`src/hw/rtl/dcr_pkg.sv`:
```
// Shared types and constants of the disk collision response block.
package dcr_pkg;

   localparam int DCR_QUEUE_DEPTH = 4;
   // quotient bits of the center-of-mass and the reflection dividers
   localparam int DCR_COM_QW      = 21;
   localparam int DCR_COR_QW      = 24;

   typedef struct packed {
      logic               hit;
      logic signed [18:0] dx;
      logic signed [18:0] dy;
      logic        [37:0] d2;
      logic signed [19:0] vxa;
      logic signed [19:0] vya;
      logic signed [19:0] vxb;
      logic signed [19:0] vyb;
      logic        [7:0]  ma;
      logic        [7:0]  mb;
   } dcr_item_type;

   typedef struct packed {
      logic full;
      logic empty;
   } dcr_qstat_type;

endpackage

```
`src/hw/rtl/dcr_queue.sv`:
```
// Small FIFO between the classify front and the response back end.
module dcr_queue #(
   parameter int DEPTH = dcr_pkg::DCR_QUEUE_DEPTH
) (
   input  logic                   clock,
   input  logic                   reset,
   input  logic                   push,
   input  dcr_pkg::dcr_item_type  push_item,
   input  logic                   pop,
   output dcr_pkg::dcr_item_type  head_item,
   output dcr_pkg::dcr_qstat_type stat
);
   import dcr_pkg::*;

   localparam int PW = (DEPTH > 2) ? $clog2(DEPTH) : 1;
   localparam int CW = $clog2(DEPTH + 1);

   dcr_item_type   mem_ff [DEPTH];
   logic [PW-1:0]  wr_ptr_ff, wr_ptr_in;
   logic [PW-1:0]  rd_ptr_ff, rd_ptr_in;
   logic [CW-1:0]  count_ff,  count_in;

   always_comb begin
      wr_ptr_in = wr_ptr_ff;
      rd_ptr_in = rd_ptr_ff;
      count_in  = count_ff;
      if (push) begin
         wr_ptr_in = (wr_ptr_ff == PW'(DEPTH - 1)) ? '0 : wr_ptr_ff + 1'b1;
      end
      if (pop) begin
         rd_ptr_in = (rd_ptr_ff == PW'(DEPTH - 1)) ? '0 : rd_ptr_ff + 1'b1;
      end
      if (push && !pop) begin
         count_in = count_ff + 1'b1;
      end else if (pop && !push) begin
         count_in = count_ff - 1'b1;
      end
   end

   always_ff @(posedge clock) begin
      if (reset) begin
         wr_ptr_ff <= '0;
         rd_ptr_ff <= '0;
         count_ff  <= '0;
      end else begin
         wr_ptr_ff <= wr_ptr_in;
         rd_ptr_ff <= rd_ptr_in;
         count_ff  <= count_in;
      end
   end

   always_ff @(posedge clock) begin
      if (push) begin
         mem_ff[wr_ptr_ff] <= push_item;
      end
   end

   assign head_item  = mem_ff[rd_ptr_ff];
   assign stat.full  = (count_ff == CW'(DEPTH));
   assign stat.empty = (count_ff == '0);

endmodule

```
`config.mk`:
```
export PLATFORM = sky130hd
export DESIGN_NAME = dcr_queue
export DESIGN_NICKNAME = d
export VERILOG_FILES = /design/src/hw/rtl/dcr_pkg.sv /design/src/hw/rtl/dcr_queue.sv
export SDC_FILE = /design/constraint.sdc
export NUM_CORES = 1
export LEC_CHECK = 0
export BUFFER_PORTS_ARGS = -buffer_cell sky130_fd_sc_hd__buf_2
export CAP_MARGIN = 30
export CORE_UTILIZATION = 23
export DETAILED_ROUTE_END_ITERATION = 6
export PLACE_DENSITY = 0.37
export SYNTH_ARGS = -nofsm -noshare
export SYNTH_HDL_FRONTEND = slang
export SYNTH_SLANG_ARGS = --single-unit
```
`constraint.sdc`:
```
create_clock -name clock -period 5.4 [get_ports clock]
set_clock_uncertainty 0.15 [all_clocks]
set_input_delay 0.27 -clock clock [delete_from_list [all_inputs] [get_ports clock]]
set_output_delay 0.27 -clock clock [all_outputs]
set_load 0.005 [all_outputs]
```
After elaboration in Yosys (flattened, before gate mapping)

Memory sizes are Yosys's and may differ from the RTL's. A register that Yosys moved wholly into a read port is not among the register bits.
Cells that the tools add are included.

Bits in registers: 7
Latch bits: 0
Bits in writable memories: 692
Bits in read-only memories: 0
Bits of input ports: 177
Output and inout port bits: 175
Memories kept: 1

Memory list:

| memory | depth | bits a word | read ports | clocked after memory_dff | write ports | RTL line        | source |
|---|---|---|---|---|---|---|---|
| mem_ff | 4     | 173         | 1          | 1                        | 1           | dcr_queue.sv:18 | `dcr_item_type mem_ff [DEPTH];` |

Add/sub/neg operators: 4
Multiply operators: 0
Divide/modulo/power cells: 0
$lt $le $gt $ge: 0
Eq/ne operators: 3
Shift-type cells: 0
Mux-type cells: 8
Bitwise operators: 0
Reductions and logical operators: 6

Operator list:

| cell                | count |
|---|---|
| $mux 2              | 4 |
| $mux 3              | 2 |
| $add 2x1->2 const B | 2 |
| $eq 2x2->1 const B  | 2 |
| $add 3x1->3 const B | 1 |
| $eq 3x3->1 const B  | 1 |
| $logic_not 3->1     | 1 |
| $sub 3x1->3 const B | 1 |
| $logic_and 1x1->1   | 2 |
| $logic_not 1->1     | 2 |
| $mux 1              | 2 |
| $reduce_bool 2->1   | 1 |

Longest topological paths before layout

Depth after elaboration: 4
Mapped depth: 7

Least setup slack after synthesis

OpenSTA, ideal clock, no wires.

Path type: flip-flop to flip-flop
Start: register wr_ptr_ff[0]
End: memory mem_ff[0][0] in the netlist's numbering, enable pin
Setup time: 0.553 ns
Data arrival time: 4.487 ns
Required time: 4.697 ns
Path slack: 0.210 ns
Stages on the path, launching flop included: 4
Buffers on the path: 0
Clock period less this slack: 5.190 ns
Cell sequence: dfxtp_1 > inv_1 > ha_1 > and2_1

RTL lines:

| item                     | RTL line        | source |
|---|---|---|
| start: declaration       | dcr_queue.sv:19 | `logic [PW-1:0] wr_ptr_ff, wr_ptr_in;` |
| start signal: assignment | dcr_queue.sv:46 | `wr_ptr_ff <= wr_ptr_in;` |
| end: declaration         | dcr_queue.sv:18 |  |

Straight into the memory's write port.

==> results by group <==
Drt
  – 1st-iter DRT viols: 581
  – WL/cell: 19.48 um
  – Final wirelength: 59,810 um
  – Vias: 12,110
  – Remaining DRCs: 0
  – ANT nets after route: 0
  – TritonRoute pass-1 iters: 4
  – Vias/cell: 3.943

Global route
  – Initial antenna violation count: 8
  – Grt ovf: 0
  – Largest net degree at the start of global routing: 96
  – Vias in the first global route: 13,620
  – Global-route total usage across every layer: 10.72%
  – First-pass GRT wire length: 87,920 um

Setup path
  – Critical path type: flop to output pin
  – CP Max Fanout: 70
  – Crit path arrival time: 2750 ps
  – FF-to-FF Start: wr_ptr_ff[0]
  – Startpoint types: flop
  – Worst Path Required: 4980 ps
  – Reg2reg end: mem_ff[0][131]
  – R2R depth: 4
  – Worst Setup End Kind: output pin
  – R2r setup slk: 2990 ps

Finish
  – Final #Nets: 1,720
  – Share of cells above drive strength 1: 40.74%
  – Synth-to-layout area growth: 30.86%
  – Most frequent cells in the layout: edfxtp_1, buf_2, dlygate4sd3_1, mux4_2, clkbuf_16
  – Most common cell after layout, fill and taps aside: edfxtp_1

Logic synthesis
  – Syn_area_per_cell: 26.84 um2
  – Synth Cell Area: 25,420 um2
  – Sequential-to-total area share from yosys stat: 82.47%
  – Synth unique cells: 19
  – Synth warnings: 0
  – Yosys reg bits: 701
  – Mapped Cells: 947
  – Syn nets: 1,131

Placement
  – Port bufs: 351
  – HPWL Detailed: 33,280 um
  – RD Place Congestion: 0.6610

Clock network
  – Reg clk slew, reported paths: 60 ps
  – CTS Buf Count: 82
  – Clock sinks: 701
  – CTS H-tree lvls: 3
  – CTS tree: yes
  – Clk Latency, worst-skew pair: 620 ps
  – CTS Root Buffer Type: clkbuf_16
  – Clock buffer depth: 3
  – Post-CTS Setup Bufs: 0

Die
  – Ports: 352
  – CORE AREA: 109,200 um2
  – Row Count: 121
  – Initial Util: 23.28%
  – Die Height: 334.4 um
  – Die ar.: 111,800 um2
  – Die width: 334.4 um

STA
  – Tightest Pin Transition: 825.6 ps
  – Final Cycle Share: 58.74%
  – Slew Limit Fails: 0
  – Max-Slew Margin vs Limit: 44.96%
  – Hold Violations, Final: 0
  – Final min period: 3172 ps
  – Fin Setup TNS: 0 ps
  – Max Freq: 315.3 MHz
  – Final setup fails: 0
  – RSZ-0062 raised after global routing: false

Hold path
  – Worst hold path class: input port to flop
  – Hold_sp: push_item[57]
  – Hold Path Stages: 2
  – Hold Crit Endpoint: mem_ff[2][57]

Pwr
  – Leakage power: 10.96 nW
  – Max VDD drop: 261.2 uV
  – Total power: 12.51 mW
  – PD cells: 376.0 nW/um2

Status
  – Status: complete, no violations

Run
  – # Max-Cap Violations: 0
==> what timing repair did <==
item	CTS	global route
hold buffers	177	0
gates resized for setup	0	0
endpoints found under the hold margin	701	0
==> critical path, cell delays in order (launching register included) <==
cell,delay (ps)
dfxtp_4,710
buf_12,550
mux4_2,610
buf_2,150
==> flip-flops by register name, indices dropped and copies added (netlist names), named ones only <==
signal     flops
count_ff       3
mem_ff       692
rd_ptr_ff      2
wr_ptr_ff      2
==> layer usage <==
layer / vias up / wire [um] / GRT usage (%)
met3: 117 / 4190 / 3.967
met1: 6352 / 23570 / 12.17
met5: - / 65 / 0
met4: 10 / 1644 / 3.611
met2: 318 / 30340 / 18.49
li1: 5312 / - / -
==> layout make-up <==
class	count	area, um2
sequential	701	20970
multi-input combinational	204	4151
inverter	4	15.01
antenna	2	5.005
clock buffer	114	2278
timing repair buffer	543	3799
clock inverter	27	195.2
fill	10680	75900
tap	1476	1847
==> power by group <==
group	switching, mW	internal, mW	leakage, nW	total, mW
Clock	2.11	3.03	1.20	5.14
Sequential	0.0608	6.24	6.43	6.30
Combinational	0.541	0.523	3.33	1.06
==> stage by stage <==
stage | std cells | cell area, um2 | util, % | worst slack, ps | hold WS, ps
after global routing | 3071 | 33260 | 30.47 | 1947 | 183.0
after floorplan | 947 | 25420 | - | 209.9 | 189.1
final | 3071 | 33260 | 30.47 | 2228 | 236.3
after global placement | 2750 | 28980 | 26.55 | 2726 | 327.9
after CTS | 3068 | 33230 | 30.44 | 2023 | 156.3
after detailed placement | 2750 | 28980 | 26.55 | 2738 | 337.1
==> how the worst max path moves through the flow <==
stage                       startpoint  slack (ps)             end
after floorplan           wr_ptr_ff[0]         210    mem_ff[0][0]
after global placement            flop        2730  head_item[170]
after detailed placement          flop        2740  head_item[170]
after CTS                         flop        2020  head_item[170]
after global routing              flop        1950  head_item[170]
final                             flop        2230  head_item[170]
==> cell families after synthesis <==
logic type | share of synthesized area [%]
flops | 82.47
mux | 15.49
buf+inv | 1.236
simple gates | 0.3052
fa+ha+maj | 0.3741
compound gates | 0.05906
xor+xnor | 0.06893
==> cells in the mapped netlist <==
| cell type | count | area share (%) |
|---|---|---|
| edfxtp_1 | 692 | 82 |
| mux4_2 | 173 | 15 |
| nor3b_1 | 2 | 0.059 |
| buf_2 | 17 | 0.33 |
| xor2_1 | 2 | 0.069 |
| ha_1 | 6 | 0.30 |
| o21ai_0 | 1 | 0.020 |
| fa_1 | 1 | 0.079 |
| nor2_1 | 7 | 0.10 |
| a21oi_1 | 2 | 0.039 |
| clkbuf_1 | 2 | 0.030 |
| and2_1 | 4 | 0.098 |
| inv_1 | 4 | 0.059 |
| mux2i_1 | 4 | 0.16 |
| or3_1 | 1 | 0.025 |
| nor3_1 | 1 | 0.020 |
| buf_6 | 17 | 0.75 |
| buf_4 | 2 | 0.059 |
| dfxtp_1 | 9 | 0.71 |
(Power assumes the default switching activity.)
